**src/design/msapg_pkg.sv**
```systemverilog
// Shared types and constants of the multi-axis step pulse generator.
// Depends on nothing; every other design file refers to it by scoped names.
`default_nettype none

package msapg_pkg;

   // Field widths of the channels and of the register port.
   localparam int CMD_W       = 3;
   localparam int AXIS_W      = 2;
   localparam int SPEED_W     = 20;
   localparam int COUNT_W     = 24;
   localparam int INTERVAL_W  = 20;
   localparam int OUT_W       = 4;
   localparam int CSR_INDEX_W = 2;
   localparam int CSR_DATA_W  = 20;

   // Number of axes that own a default speed register.
   localparam int NUM_SPEED_REGS = 4;

   localparam logic [SPEED_W-1:0]    SPEED_RESET  = 20'd1000;
   localparam logic [INTERVAL_W-1:0] ELAPSED_MAX  = 20'hFFFFF;

   // Command codes.
   localparam logic [CMD_W-1:0] CMD_TICK       = 3'd0;
   localparam logic [CMD_W-1:0] CMD_START      = 3'd1;
   localparam logic [CMD_W-1:0] CMD_MOVE       = 3'd2;
   localparam logic [CMD_W-1:0] CMD_STOP       = 3'd3;
   localparam logic [CMD_W-1:0] CMD_STOP_ALL   = 3'd4;
   localparam logic [CMD_W-1:0] CMD_ENABLE     = 3'd5;
   localparam logic [CMD_W-1:0] CMD_ENABLE_ALL = 3'd6;

   typedef struct packed {
      logic [CMD_W-1:0]   command;
      logic [AXIS_W-1:0]  axis;
      logic [SPEED_W-1:0] speed;
      logic [COUNT_W-1:0] step_count;
      logic               forward;
      logic               enable_value;
   } req_item_type;

   typedef struct packed {
      logic [OUT_W-1:0] step_pulses;
      logic [OUT_W-1:0] direction_lines;
      logic [OUT_W-1:0] enable_lines;
      logic [OUT_W-1:0] running_mask;
   } rsp_item_type;

   // Controller to datapath.
   typedef struct packed {
      logic apply_item;     // apply a command that needs no division, load the result
      logic start_cmd_div;  // capture a start command and launch its division
      logic start_cfg_div;  // launch the division for a pending register write
      logic finish_cmd;     // finish the start command, load the result
      logic finish_cfg;     // store the interval of the register write
   } dp_cmd_type;

   // Datapath to controller.
   typedef struct packed {
      logic pend_any;   // some axis waits for its interval to be recomputed
      logic needs_div;  // the offered item is a start command that takes effect
      logic div_done;   // the divider holds a finished quotient
   } dp_status_type;

endpackage

`default_nettype wire

```
**src/design/msapg_if.sv**
```systemverilog
// Valid/ready channel interfaces for command items and result items.
// Depends on msapg_pkg for the field widths.
`default_nettype none

interface msapg_req_if;
   logic                             valid;
   logic                             ready;
   logic [msapg_pkg::CMD_W-1:0]      command;
   logic [msapg_pkg::AXIS_W-1:0]     axis;
   logic [msapg_pkg::SPEED_W-1:0]    speed;
   logic [msapg_pkg::COUNT_W-1:0]    step_count;
   logic                             forward;
   logic                             enable_value;

   modport source (output valid, command, axis, speed, step_count, forward, enable_value,
                   input ready);
   modport sink   (input valid, command, axis, speed, step_count, forward, enable_value,
                   output ready);
endinterface

interface msapg_rsp_if;
   logic                         valid;
   logic                         ready;
   logic [msapg_pkg::OUT_W-1:0]  step_pulses;
   logic [msapg_pkg::OUT_W-1:0]  direction_lines;
   logic [msapg_pkg::OUT_W-1:0]  enable_lines;
   logic [msapg_pkg::OUT_W-1:0]  running_mask;

   modport source (output valid, step_pulses, direction_lines, enable_lines, running_mask,
                   input ready);
   modport sink   (input valid, step_pulses, direction_lines, enable_lines, running_mask,
                   output ready);
endinterface

`default_nettype wire

```
**src/design/multi_axis_step_pulse_generator.sv**
```systemverilog
// Top level of the multi-axis step pulse generator: joins controller and datapath.
// Depends on msapg_pkg, msapg_if, msapg_ctrl and msapg_dp.
//
//   Channel   Direction  Signals                                  Meaning
//   req_if    in         valid/ready, command .. enable_value     one command or tick
//   rsp_if    out        valid/ready, step_pulses .. running_mask one result per command
//   csr_*     in         write enable, index, 20-bit data         default speed registers
//
// A tick, move, stop or enable item is applied when it transfers; its result is registered and shows
// in the cycle after the transfer. A start item with a nonzero speed waits for the serial divider,
// which forms the interval one quotient bit per cycle.
// A nonzero speed register write reruns that divider, and the input stays closed until
// it finishes. Reset is synchronous and brings back the default intervals at once.
// A stalled result holds the input closed until it transfers; the input reopens in the
// cycle of that transfer.
`default_nettype none

module multi_axis_step_pulse_generator #(
   parameter int NUM_AXES         = 4,
   parameter int TICKS_PER_SECOND = 1000000
) (
   input  wire logic                                 clock,
   input  wire logic                                 reset,
   msapg_req_if.sink                                 req_if,
   msapg_rsp_if.source                               rsp_if,
   input  wire logic                                 csr_write_enable,
   input  wire logic [msapg_pkg::CSR_INDEX_W-1:0]    csr_index,
   input  wire logic [msapg_pkg::CSR_DATA_W-1:0]     csr_write_data
);

   msapg_pkg::req_item_type  req_item;
   msapg_pkg::rsp_item_type  rsp_item;
   msapg_pkg::dp_cmd_type    dp_cmd;
   msapg_pkg::dp_status_type dp_status;
   logic                     req_ready;
   logic                     rsp_valid;

   // Gather the request payload.
   always_comb begin
      req_item              = '0;
      req_item.command      = req_if.command;
      req_item.axis         = req_if.axis;
      req_item.speed        = req_if.speed;
      req_item.step_count   = req_if.step_count;
      req_item.forward      = req_if.forward;
      req_item.enable_value = req_if.enable_value;
   end

   msapg_ctrl u_ctrl (
      .clock     (clock),
      .reset     (reset),
      .req_valid (req_if.valid),
      .rsp_ready (rsp_if.ready),
      .status    (dp_status),
      .req_ready (req_ready),
      .rsp_valid (rsp_valid),
      .cmd       (dp_cmd)
   );

   msapg_dp #(
      .NUM_AXES         (NUM_AXES),
      .TICKS_PER_SECOND (TICKS_PER_SECOND)
   ) u_dp (
      .clock            (clock),
      .reset            (reset),
      .req_item         (req_item),
      .csr_write_enable (csr_write_enable),
      .csr_index        (csr_index),
      .csr_write_data   (csr_write_data),
      .cmd              (dp_cmd),
      .status           (dp_status),
      .rsp_item         (rsp_item)
   );

   // Drive the channels.
   assign req_if.ready           = req_ready;
   assign rsp_if.valid           = rsp_valid;
   assign rsp_if.step_pulses     = rsp_item.step_pulses;
   assign rsp_if.direction_lines = rsp_item.direction_lines;
   assign rsp_if.enable_lines    = rsp_item.enable_lines;
   assign rsp_if.running_mask    = rsp_item.running_mask;

endmodule

`default_nettype wire

```
**src/design/msapg_div.sv**
```systemverilog
// Serial restoring divider: a constant dividend over a 20-bit divisor, one bit a cycle.
// Depends on msapg_pkg for the interval width.
`default_nettype none

module msapg_div #(
   parameter int DIVIDEND = 1000000
) (
   input  wire logic                                clock,
   input  wire logic                                reset,
   input  wire logic                                start,
   input  wire logic [msapg_pkg::SPEED_W-1:0]       divisor,
   output logic                                     done,
   output logic [msapg_pkg::INTERVAL_W-1:0]         quotient
);

   localparam int ITER  = msapg_pkg::INTERVAL_W;
   localparam int CNT_W = $clog2(ITER);
   localparam int REM_W = msapg_pkg::SPEED_W;

   logic                  busy_ff, busy_in;
   logic                  done_ff, done_in;
   logic [CNT_W-1:0]      cnt_ff, cnt_in;
   logic [REM_W-1:0]      rem_ff, rem_in;
   logic [ITER-1:0]       quo_ff, quo_in;
   logic [REM_W-1:0]      dvs_ff, dvs_in;
   logic [REM_W:0]        trial;
   logic                  fits;

   // One restoring step: shift the next dividend bit into the remainder and try a subtract.
   assign trial = {rem_ff, quo_ff[ITER-1]};
   assign fits  = trial >= {1'b0, dvs_ff};

   always_comb begin
      busy_in = busy_ff;
      done_in = 1'b0;
      cnt_in  = cnt_ff;
      rem_in  = rem_ff;
      quo_in  = quo_ff;
      dvs_in  = dvs_ff;
      if (start) begin
         busy_in = 1'b1;
         cnt_in  = '0;
         rem_in  = '0;
         quo_in  = ITER'(DIVIDEND);
         dvs_in  = divisor;
      end else if (busy_ff) begin
         rem_in = fits ? REM_W'(trial - {1'b0, dvs_ff}) : trial[REM_W-1:0];
         quo_in = {quo_ff[ITER-2:0], fits};
         cnt_in = cnt_ff + CNT_W'(1);
         if (cnt_ff == CNT_W'(ITER - 1)) begin
            busy_in = 1'b0;
            done_in = 1'b1;
         end
      end
   end

   always_ff @(posedge clock) begin
      if (reset) begin
         busy_ff <= 1'b0;
         done_ff <= 1'b0;
      end else begin
         busy_ff <= busy_in;
         done_ff <= done_in;
      end
   end

   // Working registers carry no reset.
   always_ff @(posedge clock) begin
      cnt_ff <= cnt_in;
      rem_ff <= rem_in;
      quo_ff <= quo_in;
      dvs_ff <= dvs_in;
   end

   assign done     = done_ff;
   assign quotient = quo_ff;

endmodule

`default_nettype wire

```
**src/design/msapg_ctrl.sv**
```systemverilog
// Controller of the step pulse generator: sequences item acceptance, divisions and results.
// Depends on msapg_pkg for the command and status structs.
`default_nettype none

module msapg_ctrl (
   input  wire logic                     clock,
   input  wire logic                     reset,
   input  wire logic                     req_valid,
   input  wire logic                     rsp_ready,
   input  wire msapg_pkg::dp_status_type status,
   output logic                          req_ready,
   output logic                          rsp_valid,
   output msapg_pkg::dp_cmd_type         cmd
);

   typedef enum logic [1:0] {
      ST_IDLE,
      ST_DIV_CFG,
      ST_DIV_CMD
   } state_type;

   state_type state_ff, state_in;
   logic      rsp_valid_ff, rsp_valid_in;
   logic      out_free;
   logic      accept;

   // The result register is free when empty or when its transfer happens now.
   assign out_free  = !rsp_valid_ff || rsp_ready;
   assign req_ready = (state_ff == ST_IDLE) && !status.pend_any && out_free;
   assign accept    = req_valid && req_ready;

   // Commands to the datapath.
   always_comb begin
      cmd               = '0;
      cmd.apply_item    = accept && !status.needs_div;
      cmd.start_cmd_div = accept && status.needs_div;
      cmd.start_cfg_div = (state_ff == ST_IDLE) && status.pend_any;
      cmd.finish_cfg    = (state_ff == ST_DIV_CFG) && status.div_done;
      cmd.finish_cmd    = (state_ff == ST_DIV_CMD) && status.div_done;
   end

   // Next state and result valid.
   always_comb begin
      state_in     = state_ff;
      rsp_valid_in = rsp_valid_ff;
      if (rsp_ready) begin
         rsp_valid_in = 1'b0;
      end
      unique case (state_ff)
         ST_IDLE: begin
            if (status.pend_any) begin
               state_in = ST_DIV_CFG;
            end else if (accept && status.needs_div) begin
               state_in = ST_DIV_CMD;
            end else if (accept) begin
               rsp_valid_in = 1'b1;
            end
         end
         ST_DIV_CFG: begin
            if (status.div_done) begin
               state_in = ST_IDLE;
            end
         end
         ST_DIV_CMD: begin
            if (status.div_done) begin
               state_in     = ST_IDLE;
               rsp_valid_in = 1'b1;
            end
         end
         default: begin
            state_in = ST_IDLE;
         end
      endcase
   end

   always_ff @(posedge clock) begin
      if (reset) begin
         state_ff     <= ST_IDLE;
         rsp_valid_ff <= 1'b0;
      end else begin
         state_ff     <= state_in;
         rsp_valid_ff <= rsp_valid_in;
      end
   end

   assign rsp_valid = rsp_valid_ff;

   // No item is taken while a division is under way.
   a_no_accept_in_div: assert property (@(posedge clock) disable iff (reset)
      (state_ff != ST_IDLE) |-> !req_ready)
      else $error("item offered ready during a division");

   // A start item that needs a division leads to the command division state.
   a_start_goes_div: assert property (@(posedge clock) disable iff (reset)
      (accept && status.needs_div) |=> (state_ff == ST_DIV_CMD))
      else $error("start item did not launch its division");

   // The divider only finishes while the controller waits for it.
   a_done_in_div: assert property (@(posedge clock) disable iff (reset)
      status.div_done |-> (state_ff != ST_IDLE))
      else $error("divider finished with the controller idle");

endmodule

`default_nettype wire

```
**src/design/msapg_dp.sv**
```systemverilog
// Datapath of the step pulse generator: per-axis state, tick stepping, speed registers,
// the interval divider and the result register. Depends on msapg_pkg and msapg_div.
`default_nettype none

module msapg_dp #(
   parameter int NUM_AXES         = 4,
   parameter int TICKS_PER_SECOND = 1000000
) (
   input  wire logic                                 clock,
   input  wire logic                                 reset,
   input  wire msapg_pkg::req_item_type              req_item,
   input  wire logic                                 csr_write_enable,
   input  wire logic [msapg_pkg::CSR_INDEX_W-1:0]    csr_index,
   input  wire logic [msapg_pkg::CSR_DATA_W-1:0]     csr_write_data,
   input  wire msapg_pkg::dp_cmd_type                cmd,
   output msapg_pkg::dp_status_type                  status,
   output msapg_pkg::rsp_item_type                   rsp_item
);

   localparam int IDX_W  = (NUM_AXES > 1) ? $clog2(NUM_AXES) : 1;
   localparam int A_EXT  = (IDX_W > msapg_pkg::AXIS_W) ? IDX_W : msapg_pkg::AXIS_W;
   localparam int C_EXT  = (IDX_W > msapg_pkg::CSR_INDEX_W) ? IDX_W : msapg_pkg::CSR_INDEX_W;
   localparam int PAD_W  = (NUM_AXES > msapg_pkg::OUT_W) ? NUM_AXES : msapg_pkg::OUT_W;
   localparam int CFG_AXES = (NUM_AXES < msapg_pkg::NUM_SPEED_REGS) ?
                             NUM_AXES : msapg_pkg::NUM_SPEED_REGS;
   localparam logic [msapg_pkg::INTERVAL_W-1:0] INTERVAL_RESET =
      msapg_pkg::INTERVAL_W'(TICKS_PER_SECOND / 1000);

   // Per-axis state.
   logic [msapg_pkg::INTERVAL_W-1:0] interval_ff [NUM_AXES];
   logic [msapg_pkg::INTERVAL_W-1:0] interval_in [NUM_AXES];
   logic [msapg_pkg::INTERVAL_W-1:0] elapsed_ff  [NUM_AXES];
   logic [msapg_pkg::INTERVAL_W-1:0] elapsed_in  [NUM_AXES];
   logic [msapg_pkg::COUNT_W-1:0]    remain_ff   [NUM_AXES];
   logic [msapg_pkg::COUNT_W-1:0]    remain_in   [NUM_AXES];
   logic [msapg_pkg::SPEED_W-1:0]    speed_ff    [NUM_AXES];
   logic [msapg_pkg::SPEED_W-1:0]    speed_in    [NUM_AXES];
   logic [NUM_AXES-1:0] cont_ff, cont_in;
   logic [NUM_AXES-1:0] active_ff, active_in;
   logic [NUM_AXES-1:0] heading_ff, heading_in;
   logic [NUM_AXES-1:0] powered_ff, powered_in;
   logic [NUM_AXES-1:0] pend_ff, pend_in;

   // Tick results per axis.
   logic [msapg_pkg::INTERVAL_W-1:0] tick_elapsed [NUM_AXES];
   logic [msapg_pkg::COUNT_W-1:0]    tick_remain  [NUM_AXES];
   logic [NUM_AXES-1:0]              tick_hit;
   logic [NUM_AXES-1:0]              rem_nz;
   logic [NUM_AXES-1:0]              pulses_in;

   // Decoded addresses.
   logic [A_EXT-1:0] req_ext;
   logic [C_EXT-1:0] csr_ext;
   logic [IDX_W-1:0] req_idx, csr_idx, pick_idx;
   logic             req_ok, csr_ok;

   // Captured operands of the running division.
   logic [IDX_W-1:0] div_axis_ff, div_axis_in;
   logic [IDX_W-1:0] cmd_idx_ff, cmd_idx_in;
   logic             cmd_fwd_ff, cmd_fwd_in;

   logic [msapg_pkg::SPEED_W-1:0]    div_divisor;
   logic [msapg_pkg::INTERVAL_W-1:0] div_quotient;
   logic                             div_start;
   logic                             div_done;

   msapg_pkg::rsp_item_type rsp_ff, rsp_in;
   logic [PAD_W-1:0] pulse_pad, dir_pad, en_pad, run_pad;

   assign req_ext = A_EXT'(req_item.axis);
   assign csr_ext = C_EXT'(csr_index);
   assign req_idx = req_ext[IDX_W-1:0];
   assign csr_idx = csr_ext[IDX_W-1:0];
   assign req_ok  = int'(req_item.axis) < NUM_AXES;
   assign csr_ok  = csr_write_enable && (int'(csr_index) < CFG_AXES);

   // Lowest axis whose interval waits for recomputation.
   always_comb begin
      pick_idx = '0;
      for (int a = NUM_AXES - 1; a >= 0; a--) begin
         if (pend_ff[a]) begin
            pick_idx = IDX_W'(a);
         end
      end
   end

   // Status to the controller.
   always_comb begin
      status           = '0;
      status.pend_any  = |pend_ff;
      status.needs_div = (req_item.command == msapg_pkg::CMD_START) && req_ok &&
                         (req_item.speed != '0);
      status.div_done  = div_done;
   end

   // Divider shared by start commands and register writes.
   assign div_start   = cmd.start_cfg_div || cmd.start_cmd_div;
   assign div_divisor = cmd.start_cfg_div ? speed_ff[pick_idx] : req_item.speed;

   msapg_div #(
      .DIVIDEND (TICKS_PER_SECOND)
   ) u_div (
      .clock    (clock),
      .reset    (reset),
      .start    (div_start),
      .divisor  (div_divisor),
      .done     (div_done),
      .quotient (div_quotient)
   );

   // What one tick does to each axis, computed for all axes side by side.
   always_comb begin
      for (int a = 0; a < NUM_AXES; a++) begin
         tick_elapsed[a] = (elapsed_ff[a] != msapg_pkg::ELAPSED_MAX) ?
                           elapsed_ff[a] + msapg_pkg::INTERVAL_W'(1) : elapsed_ff[a];
         tick_hit[a]     = active_ff[a] && (tick_elapsed[a] >= interval_ff[a]);
         tick_remain[a]  = (remain_ff[a] != '0) ?
                           remain_ff[a] - msapg_pkg::COUNT_W'(1) : remain_ff[a];
         rem_nz[a]       = remain_ff[a] != '0;
      end
   end

   // Next state of all axes.
   always_comb begin
      interval_in = interval_ff;
      elapsed_in  = elapsed_ff;
      remain_in   = remain_ff;
      speed_in    = speed_ff;
      cont_in     = cont_ff;
      active_in   = active_ff;
      heading_in  = heading_ff;
      powered_in  = powered_ff;
      pend_in     = pend_ff;
      pulses_in   = '0;
      div_axis_in = div_axis_ff;
      cmd_idx_in  = cmd_idx_ff;
      cmd_fwd_in  = cmd_fwd_ff;

      // A pending recomputation is taken by the divider.
      if (cmd.start_cfg_div) begin
         pend_in[pick_idx] = 1'b0;
         div_axis_in       = pick_idx;
      end
      if (cmd.start_cmd_div) begin
         cmd_idx_in = req_idx;
         cmd_fwd_in = req_item.forward;
      end

      // Register write; a zero speed leaves the interval alone.
      if (csr_ok && (csr_write_data != '0)) begin
         speed_in[csr_idx] = csr_write_data;
         pend_in[csr_idx]  = 1'b1;
      end

      if (cmd.apply_item) begin
         unique case (req_item.command)
            msapg_pkg::CMD_TICK: begin
               for (int a = 0; a < NUM_AXES; a++) begin
                  if (active_ff[a]) begin
                     if (tick_hit[a]) begin
                        pulses_in[a]  = 1'b1;
                        elapsed_in[a] = '0;
                        if (!cont_ff[a]) begin
                           remain_in[a] = tick_remain[a];
                           if (tick_remain[a] == '0) begin
                              active_in[a] = 1'b0;
                           end
                        end
                     end else begin
                        elapsed_in[a] = tick_elapsed[a];
                     end
                  end
               end
            end
            msapg_pkg::CMD_MOVE: begin
               if (req_ok && (req_item.step_count != '0)) begin
                  heading_in[req_idx] = req_item.forward;
                  cont_in[req_idx]    = 1'b0;
                  remain_in[req_idx]  = req_item.step_count;
                  active_in[req_idx]  = 1'b1;
                  elapsed_in[req_idx] = interval_ff[req_idx];
               end
            end
            msapg_pkg::CMD_STOP: begin
               if (req_ok) begin
                  remain_in[req_idx] = '0;
                  cont_in[req_idx]   = 1'b0;
                  active_in[req_idx] = 1'b0;
               end
            end
            msapg_pkg::CMD_STOP_ALL: begin
               for (int a = 0; a < NUM_AXES; a++) begin
                  remain_in[a] = '0;
               end
               cont_in   = '0;
               active_in = '0;
            end
            msapg_pkg::CMD_ENABLE: begin
               if (req_ok) begin
                  powered_in[req_idx] = req_item.enable_value;
               end
            end
            msapg_pkg::CMD_ENABLE_ALL: begin
               powered_in = {NUM_AXES{req_item.enable_value}};
            end
            default: begin
               // An ignored start and the unused code change nothing.
            end
         endcase
      end

      // A start command takes effect once its interval is known.
      if (cmd.finish_cmd) begin
         interval_in[cmd_idx_ff] = div_quotient;
         heading_in[cmd_idx_ff]  = cmd_fwd_ff;
         cont_in[cmd_idx_ff]     = 1'b1;
         remain_in[cmd_idx_ff]   = '0;
         active_in[cmd_idx_ff]   = 1'b1;
         elapsed_in[cmd_idx_ff]  = '0;
      end
      if (cmd.finish_cfg) begin
         interval_in[div_axis_ff] = div_quotient;
      end
   end

   // Result fields show the state after the command; axes past the field width drop out.
   assign pulse_pad = PAD_W'(pulses_in);
   assign dir_pad   = PAD_W'(heading_in);
   assign en_pad    = PAD_W'(powered_in);
   assign run_pad   = PAD_W'(active_in);

   always_comb begin
      rsp_in = rsp_ff;
      if (cmd.apply_item || cmd.finish_cmd) begin
         rsp_in.step_pulses     = pulse_pad[msapg_pkg::OUT_W-1:0];
         rsp_in.direction_lines = dir_pad[msapg_pkg::OUT_W-1:0];
         rsp_in.enable_lines    = en_pad[msapg_pkg::OUT_W-1:0];
         rsp_in.running_mask    = run_pad[msapg_pkg::OUT_W-1:0];
      end
   end

   always_ff @(posedge clock) begin
      if (reset) begin
         for (int a = 0; a < NUM_AXES; a++) begin
            interval_ff[a] <= INTERVAL_RESET;
            elapsed_ff[a]  <= '0;
            remain_ff[a]   <= '0;
            speed_ff[a]    <= msapg_pkg::SPEED_RESET;
         end
         cont_ff    <= '0;
         active_ff  <= '0;
         heading_ff <= '0;
         powered_ff <= '0;
         pend_ff    <= '0;
      end else begin
         interval_ff <= interval_in;
         elapsed_ff  <= elapsed_in;
         remain_ff   <= remain_in;
         speed_ff    <= speed_in;
         cont_ff     <= cont_in;
         active_ff   <= active_in;
         heading_ff  <= heading_in;
         powered_ff  <= powered_in;
         pend_ff     <= pend_in;
      end
   end

   // Captured operands and the result register carry no reset.
   always_ff @(posedge clock) begin
      div_axis_ff <= div_axis_in;
      cmd_idx_ff  <= cmd_idx_in;
      cmd_fwd_ff  <= cmd_fwd_in;
      rsp_ff      <= rsp_in;
   end

   assign rsp_item = rsp_ff;

   // A counted axis that runs always has steps left.
   a_counted_has_steps: assert property (@(posedge clock) disable iff (reset)
      (active_ff & ~cont_ff & ~rem_nz) == '0)
      else $error("counted axis running with no steps left");

   // The controller issues at most one datapath command in a cycle.
   a_one_command: assert property (@(posedge clock) disable iff (reset)
      $onehot0({cmd.apply_item, cmd.start_cmd_div, cmd.start_cfg_div,
                cmd.finish_cmd, cmd.finish_cfg}))
      else $error("conflicting datapath commands");

endmodule

`default_nettype wire

```
**src/flat_wrapper.sv**
```systemverilog
// flat-port wrapper written by rule: the top's interface ports become plain ports
module multi_axis_step_pulse_generator_flat 
#(
   parameter int NUM_AXES         = 4,
   parameter int TICKS_PER_SECOND = 1000000
)
  (clock, reset, csr_write_enable, csr_index, csr_write_data, req_if_valid, req_if_command, req_if_axis, req_if_speed, req_if_step_count, req_if_forward, req_if_enable_value, req_if_ready, rsp_if_valid, rsp_if_step_pulses, rsp_if_direction_lines, rsp_if_enable_lines, rsp_if_running_mask, rsp_if_ready);
  msapg_req_if req_if_i ();
  msapg_rsp_if rsp_if_i ();
  input  wire logic clock;
  input  wire logic reset;
  input  wire logic csr_write_enable;
  input  wire logic [msapg_pkg::CSR_INDEX_W-1:0] csr_index;
  input  wire logic [msapg_pkg::CSR_DATA_W-1:0] csr_write_data;
  input wire logic [$bits(req_if_i.valid)-1:0] req_if_valid;
  input wire logic [$bits(req_if_i.command)-1:0] req_if_command;
  input wire logic [$bits(req_if_i.axis)-1:0] req_if_axis;
  input wire logic [$bits(req_if_i.speed)-1:0] req_if_speed;
  input wire logic [$bits(req_if_i.step_count)-1:0] req_if_step_count;
  input wire logic [$bits(req_if_i.forward)-1:0] req_if_forward;
  input wire logic [$bits(req_if_i.enable_value)-1:0] req_if_enable_value;
  output wire logic [$bits(req_if_i.ready)-1:0] req_if_ready;
  output wire logic [$bits(rsp_if_i.valid)-1:0] rsp_if_valid;
  output wire logic [$bits(rsp_if_i.step_pulses)-1:0] rsp_if_step_pulses;
  output wire logic [$bits(rsp_if_i.direction_lines)-1:0] rsp_if_direction_lines;
  output wire logic [$bits(rsp_if_i.enable_lines)-1:0] rsp_if_enable_lines;
  output wire logic [$bits(rsp_if_i.running_mask)-1:0] rsp_if_running_mask;
  input wire logic [$bits(rsp_if_i.ready)-1:0] rsp_if_ready;
  assign req_if_i.valid = req_if_valid;
  assign req_if_i.command = req_if_command;
  assign req_if_i.axis = req_if_axis;
  assign req_if_i.speed = req_if_speed;
  assign req_if_i.step_count = req_if_step_count;
  assign req_if_i.forward = req_if_forward;
  assign req_if_i.enable_value = req_if_enable_value;
  assign req_if_ready = req_if_i.ready;
  assign rsp_if_valid = rsp_if_i.valid;
  assign rsp_if_step_pulses = rsp_if_i.step_pulses;
  assign rsp_if_direction_lines = rsp_if_i.direction_lines;
  assign rsp_if_enable_lines = rsp_if_i.enable_lines;
  assign rsp_if_running_mask = rsp_if_i.running_mask;
  assign rsp_if_i.ready = rsp_if_ready;
  multi_axis_step_pulse_generator #(.NUM_AXES(NUM_AXES), .TICKS_PER_SECOND(TICKS_PER_SECOND)) u_core (.clock(clock), .reset(reset), .req_if(req_if_i), .rsp_if(rsp_if_i), .csr_write_enable(csr_write_enable), .csr_index(csr_index), .csr_write_data(csr_write_data));
endmodule
```
**config.mk**
```make
export PLATFORM = sky130hd
export DESIGN_NAME = multi_axis_step_pulse_generator_flat
export DESIGN_NICKNAME = d
export VERILOG_FILES = /design/src/design/msapg_pkg.sv /design/src/design/msapg_if.sv /design/src/design/multi_axis_step_pulse_generator.sv /design/src/design/msapg_div.sv /design/src/design/msapg_ctrl.sv /design/src/design/msapg_dp.sv /design/src/flat_wrapper.sv
export SDC_FILE = /design/constraint.sdc
export NUM_CORES = 2
export LEC_CHECK = 0
export ABC_AREA = 1
export BUFFER_PORTS_ARGS = -buffer_cell sky130_fd_sc_hd__buf_2
export CAP_MARGIN = 20
export CORE_MARGIN = 2
export CORE_UTILIZATION = 55
export CTS_BUF_LIST = sky130_fd_sc_hd__clkbuf_8
export DETAILED_ROUTE_END_ITERATION = 6
export HOLD_SLACK_MARGIN = 0.03
export PLACE_DENSITY = 0.72
export RECOVER_POWER = 100
export SLEW_MARGIN = 10
export SYNTH_ARGS = -nofsm -noshare
export SYNTH_HDL_FRONTEND = slang
export SYNTH_SLANG_ARGS = --single-unit
```
**constraint.sdc**
```tcl
create_clock -name clock -period 4.2 [get_ports clock]
set_clock_uncertainty 0.1 [all_clocks]
set_input_delay 0.42 -clock clock [delete_from_list [all_inputs] [get_ports clock]]
set_output_delay 0.42 -clock clock [all_outputs]
set_load 0.02 [all_outputs]
```
; ---- Word level (Yosys, flattened, before mapping)
; Index checks and enable logic that the tools add are counted.
[classes]
add_sub_neg = 10
order_cmp = 22
n_eq_ne = 15
n_mux = 128
bitwise = 21
n_reduce_logical = 49
[op_table]
columns = cell, count
row1 = $mux W20, 22
row2 = $mux W24, 18
row3 = $mux W80, 5
row4 = $pmux W96 S4, 1
row5 = $bwmux W80, 4
row6 = $mux W96, 3
row7 = $and A96 B96 Y96, 2
row8 = $not A96 Y96, 2
row9 = $demux W20 S2, 4
row10 = $pmux W80 S2, 1
row11 = $reduce_bool A24 Y1, 5
row12 = $bwmux W96, 1
row13 = $demux W24 S2, 2
row14 = $logic_not A24 Y1, 4
row15 = $sub A24 B1 Y24 const B, 4
row16 = $add A20 B1 Y20 const B, 4
row17 = $and A80 B80 Y80, 1
row18 = $bmux W20 S2, 2
row19 = $ge A20 B20 Y1, 4
row20 = $ne A20 B20 Y1 const B, 4
row21 = $not A80 Y80, 1
row22 = $mux W4, 13
row23 = $reduce_bool A20 Y1, 2
row24 = $mux W1, 33
row25 = 38 further kinds, 103
[totals]
reg_bits = 447
wordCells = 284

; ---- Depth between registers and ports, before layout
[logic_depth]
depth_word = 13
depth_mapped = 28

; ---- Cells and area by module
; Synthesis repeated with hierarchy kept, for this count alone.
[hier_totals]
cells_unflattened = 4827
hier_area_um2 = 31871.8
[modules_own_cells]
columns = module, n_inst, cells_per_inst, area_each_um2, seq_area_each_um2
row1 = msapg_dp, 1, 4248, 27725.3, 7757.4
row2 = msapg_div, 1, 542, 3897.5, 1541.5
row3 = msapg_ctrl, 1, 37, 249.0, 60.1

; ---- Least setup slack after synthesis
; No wires, ideal clock.
[synth_path]
path_kind = register to register
start = reg u_core.u_dp.elapsed_ff[61] (netlist name)
end = reg u_core.u_dp.rsp_ff (netlist bit u_core.u_dp.rsp_item[0]) (data pin)
setup_time_ps = 257
arrival_time_ps = 3043
required_time_ps = 3843
setup_slack_ps = 800
path_stages_with_launch = 26
n_path_buf = 1
period_less_slack_ps = 3400
cell_sequence = dfxtp_1 -> ha_1 -> nand2_1 -> nor2_2 -> nand3_1 -> nor2_1 -> nand3_1 -> nand2_1 -> nor2_1 -> xor2_1 -> inv_1 -> ha_1 -> nand2_1 -> inv_1 -> nand3_1 -> nor2_1 -> nand3_1 -> nand4_1 -> nand2_2 -> inv_2 -> buf_2 -> nand4_1 -> nand3_1 -> nand2_1 -> nand2_1 -> nand2_1
[synth_between]
elab_chain_cells = 10
elab_cells_between_ends = 11
classes_between = add/sub (1) / order compare (1) / eq/ne (1) / mux (6) / bitwise (1) / reduce/logical (1)
[synth_lines]
columns = item, line
row1 = from (decl), msapg_dp.sv:32  ; logic [msapg_pkg::INTERVAL_W-1:0] elapsed_ff [NUM_AXES];
row2 = from (signal assigned), msapg_dp.sv:257  ; elapsed_ff <= elapsed_in;
row3 = $add A20 B1 Y20 / $ne A20 B20 Y1 (equally long branches), "msapg_dp.sv:115, msapg_dp.sv:114"
row4 = $mux W20 (*), msapg_dp.sv:114  ; tick_elapsed[a] = (elapsed_ff[a] != msapg_pkg::ELAPSED_MAX) ?
row5 = $ge A20 B20 Y1 (*), msapg_dp.sv:116  ; tick_hit[a] = active_ff[a] && (tick_elapsed[a] >= interval_ff[a]);
row6 = $logic_and A1 B1 Y1 (*), msapg_dp.sv:116
row7 = $mux W1 (*), msapg_dp.sv:160  ; if (tick_hit[a]) begin
row8 = $mux W1 (*), msapg_dp.sv:159  ; if (active_ff[a]) begin
row9 = $pmux W4 S4 (*), msapg_dp.sv:156  ; unique case (req_item.command)
row10 = $mux W4 (*), msapg_dp.sv:155  ; if (cmd.apply_item) begin
row11 = $or A4 B4 Y4 (no line), n/a
row12 = $mux W4 (*), msapg_dp.sv:213  ; if (cmd.finish_cmd) begin
row13 = net u_core.u_dp.active_in[0], msapg_dp.sv:39  ; logic [NUM_AXES-1:0] active_ff, active_in;
row14 = to (signal assigned), msapg_dp.sv:273  ; rsp_ff <= rsp_in;
row15 = to (decl), msapg_dp.sv:67  ; msapg_pkg::rsp_item_type rsp_ff, rsp_in;
; The timed path passes the listed nets; every way through them passes the cells marked *.
; A chain may end at the register's enable or synchronous reset.

; ---- Worst setup path after layout
[layout_path]
start = reg u_core.u_dp.elapsed_ff[41] (netlist name)
end = reg u_core.u_dp.elapsed_ff[47] (netlist name)
[layout_between]
elab_chain_cells = 10
elab_cells_between_ends = 11
classes_between = add/sub (1) / order compare (1) / eq/ne (1) / mux (6) / bitwise (1) / reduce/logical (1)
[layout_lines]
columns = item, line
row1 = $add A20 B1 Y20 / $ne A20 B20 Y1 (equally long branches), "msapg_dp.sv:115, msapg_dp.sv:114"
row2 = $mux W20 (*), msapg_dp.sv:114
row3 = $ge A20 B20 Y1, msapg_dp.sv:116
row4 = $logic_and A1 B1 Y1, msapg_dp.sv:116
row5 = $mux W20 (*), msapg_dp.sv:160
row6 = $mux W20 (*), msapg_dp.sv:159
row7 = $pmux W80 S2 (*), msapg_dp.sv:156
row8 = $mux W80 (*), msapg_dp.sv:155
row9 = $and A80 B80 Y80 (no line), n/a
row10 = $mux W80 (*), msapg_dp.sv:213
; Mark *: on every way between the ends. The rest lies on a longest branch, timed or not.

==> results.py <==
metrics = {
    "floorplan": {
        "dieArea_mm2": 0.0593,
        "start_util": 0.558,
        "die_w_um": 244,
        "die_y_um": 244,
        "core_mm2": 0.0566,
        "rows": 87,
        "io_pins": 96,
    },
    "timing": {
        "hold_viol_final": 0,
        "fmaxAchievable_ghz": 0.256,
        "layout_setup_ws_ps": 294,
        "fin_crit_ps": 3910,
        "worstMarginPinSlew_ps": 1280,
        "setup_viol_count_final": 0,
        "relSlewSlack": 0.144,
        "slew_viol_final": 0,
        "fin_crit_sh": 0.930,
    },
    "synthesis": {
        "ys_ff_latch": 447,
        "ys_warn_count": 0,
        "post_synth.cell_area_avg_um2": 6.32,
        "yosys.cell_types.count": 63,
        "syn_area_mm2": 0.0316,
        "synth_edf_count": 41,
        "synth-async-reset-ratio": 0,
        "syn_nets": 5194,
        "ys_seq_area_frac": 0.296,
        "synthFlopType": "dfxtp_1",
        "synthCells": 4999,
    },
    "pwr": {
        "powerDensity_mw_per_mm2": 413,
        "vdd_drop_max_mv": 0.309,
        "finalPower_uw": 14300,
        "p_leak_uw": 0.0150,
    },
    "worst_setup_path": {
        "cp_cell_sequence": "ha_1 > nand2_1 > nor2_1 > inv_1 > nor2_1 > and3_1 > nand2_2 > inv_1 > or2_2 > o21ai_0 > inv_1 > ha_1 > a21oi_1 > o21ai_0 > nand2_1 > nand4_2 > nand2_4 > buf_6 > clkinvlp_4 > buf_4 > o32ai_1 > nand2_1 > a21oi_1",
        "path_class": "flip-flop to flip-flop",
        "slowest_delay_ps": 350,
        "arrival_ps": 4420,
        "cp_max_fo": 14,
        "setup.worst_path.end_class": "flip-flop",
        "crit_required_ps": 4720,
        "crit_path_top_delay_cell": "dfxtp_2",
        "start_kind": "flip-flop",
    },
    "finish": {
        "final_cell_mix": "1095 x nand2_1, 567 x nor2_1, 548 x o21ai_0, 544 x inv_1, 500 x a21oi_1",
        "n_fill_cell": 5565,
        "drive_gt1_frac": 0.0796,
        "final_util": 0.611,
        "nets": 5242,
        "synthToLayoutAreaGrowth_pct": 9.57,
        "final_common_cell": "nand2_1",
    },
    "routing": {
        "wl_mm": 114,
        "viasPerCell": 5.94,
        "first_pass_iters": 6,
        "drtIter0Drc": 4321,
        "drt-wirelength-per-cell_um": 19.4,
        "ant_nets": 0,
        "vias": 34881,
        "drc_errors": 0,
    },
    "grt": {
        "grt_max_degree": 122,
        "track_usage": 0.371,
        "grt_pass1_wl_mm": 175,
        "grt_pass1_vias": 30430,
        "grt_overflow": 0,
        "antenna_found_initial": 2,
    },
    "job": {
        "cap_violations": 0,
    },
    "clock_network": {
        "cts_root_buf": "clkbuf_8",
        "clock_latency_ps": 710,
        "htree_levels": 3,
        "cts_sinks": 447,
        "tritoncts": "done",
        "cts_buffer_depth": 3,
        "cts_buffers": 82,
        "clk_pin_slew_worst_paths_ps": 70,
    },
    "placement": {
        "gp_congestion": 1.01,
        "pre_cts_ws_ps": 275,
        "portBuffers": 95,
        "place_hpwl_mm": 81.7,
    },
    "hold_path": {
        "hp-class": "primary input to flip-flop",
    },
    "run_status": {
        "status": "finished, final reports clean",
    },
}
## final timing paths
path / from / endpoint / slack [ps] / depth (start not counted)
max: u_core.u_dp.elapsed_ff[41] / u_core.u_dp.elapsed_ff[47] / 290 / 23
min: req_if_speed[17] / u_core.u_dp.u_div.dvs_ff[17] / 80 / 3
max reg2reg: u_core.u_dp.elapsed_ff[41] / u_core.u_dp.elapsed_ff[47] / 290 / 23
min reg2reg: u_core.u_dp.speed_ff[48] / u_core.u_dp.speed_ff[48] / 350 / 2
## worst max-delay path: cells and delay by family, from the launching register on
| family | cells | cell delay (ps) |
|---|---|---|
| AOI/OAI and AO/OA | 5 | 760 |
| adders and majority gates | 2 | 510 |
| buffers and inverters | 6 | 810 |
| DFF | 1 | 350 |
| and+or+nand+nor | 10 | 1300 |
## repair_timing
item	4_1_cts	5_1_grt
setup buffers	0	3
hold buffers	28	0
setup endpoints to repair	0	92
hold endpoints to repair	86	0
gates resized for setup	0	22
## where the power goes
| part | internal (uW) | switching [uW] |
|---|---|---|
| clock | 2300 | 2060 |
| sequential | 4680 | 428 |
| combinational | 1450 | 3380 |
| total | 8430 | 5870 |
## Yosys cell counts, types with 5 or more instances
| cell | n | area share |
|---|---|---|
| a211oi_1 | 7 | 0.0017 |
| a21oi_1 | 499 | 0.079 |
| a31oi_1 | 60 | 0.012 |
| buf_2 | 83 | 0.013 |
| buf_4 | 11 | 0.0026 |
| clkbuf_1 | 153 | 0.018 |
| clkbuf_2 | 5 | 0.00079 |
| clkinv_1 | 6 | 0.00071 |
| dfxtp_1 | 406 | 0.26 |
| edfxtp_1 | 41 | 0.039 |
| ha_1 | 116 | 0.046 |
| inv_1 | 516 | 0.061 |
| inv_2 | 20 | 0.0024 |
| nand2_1 | 1097 | 0.13 |
| nand2_2 | 15 | 0.0030 |
| nand3_1 | 255 | 0.040 |
| nand3_2 | 9 | 0.0029 |
| nand4_1 | 60 | 0.012 |
| nor2_1 | 571 | 0.068 |
| nor2_2 | 30 | 0.0059 |
| nor2_4 | 11 | 0.0039 |
| nor3_1 | 72 | 0.011 |
| nor3_2 | 7 | 0.0022 |
| nor4_1 | 20 | 0.0040 |
| o2111ai_1 | 6 | 0.0017 |
| o211ai_1 | 109 | 0.026 |
| o21a_1 | 10 | 0.0024 |
| o21ai_0 | 549 | 0.087 |
| o21ai_1 | 26 | 0.0041 |
| o22ai_1 | 42 | 0.0083 |
| o31ai_1 | 6 | 0.0014 |
| or2_2 | 6 | 0.0012 |
| xnor2_1 | 19 | 0.0053 |
| xor2_1 | 88 | 0.024 |
## per-layer routing
metal / global-route usage / routed length [um] / vias up
li1: - / - / 16781
met1: 0.552 / 51000 / 16034
met2: 0.546 / 47700 / 1817
met3: 0.0670 / 12300 / 247
met4: 0.104 / 3230 / 2
met5: 0 / 13 / -
## layout make-up
class / count / area, um2 / area share
Inverter: 542 / 2040 / 0.0590
Multi-Input combinational cell: 3752 / 19100 / 0.552
Clock inverter: 55 / 347 / 0.0100
Clock buffer: 97 / 1340 / 0.0386
Antenna cell: 3 / 7.51 / 0.000217
Tap cell: 756 / 946 / 0.0273
Sequential cell: 447 / 9360 / 0.271
Timing Repair Buffer: 222 / 1460 / 0.0422
## registers in the layout, indices dropped and copies added, names as in the netlist, 5 cells and up
name and flops:
u_core.u_dp.rsp_item 16, u_core.u_dp.remain_ff 96, u_core.u_dp.u_div.dvs_ff 20, u_core.u_dp.u_div.quotient 20, u_core.u_dp.u_div.rem_ff 20, u_core.u_dp.u_div.cnt_ff 5, u_core.u_dp.speed_ff 80, u_core.u_dp.elapsed_ff 80
u_core.u_dp.interval_ff 80
## per-stage QoR
step | hold slack, ps | cell area, um2 | TNS (ps) | std cells
after global placement | 332 | 32700 | 0 | 5688
after detailed placement | 337 | 32700 | 0 | 5688
after global routing | 54.2 | 34600 | -14.8 | 5872
after CTS | 35.3 | 34700 | 0 | 5868
final | 79.6 | 34600 | 0 | 5874
after floorplan | 324 | 31600 | 0 | 4999
## logic make-up after synthesis
| logic type | share of synthesized area |
|---|---|
| adder cells (fa/ha/maj) | 0.0466 |
| flip-flops | 0.296 |
| AND/OR/NAND/NOR | 0.295 |
| buffers and inverters | 0.101 |
| XOR/XNOR | 0.0302 |
| AO/OA/AOI/OAI | 0.231 |
Note: power is estimated with default switching activity, not from simulation.
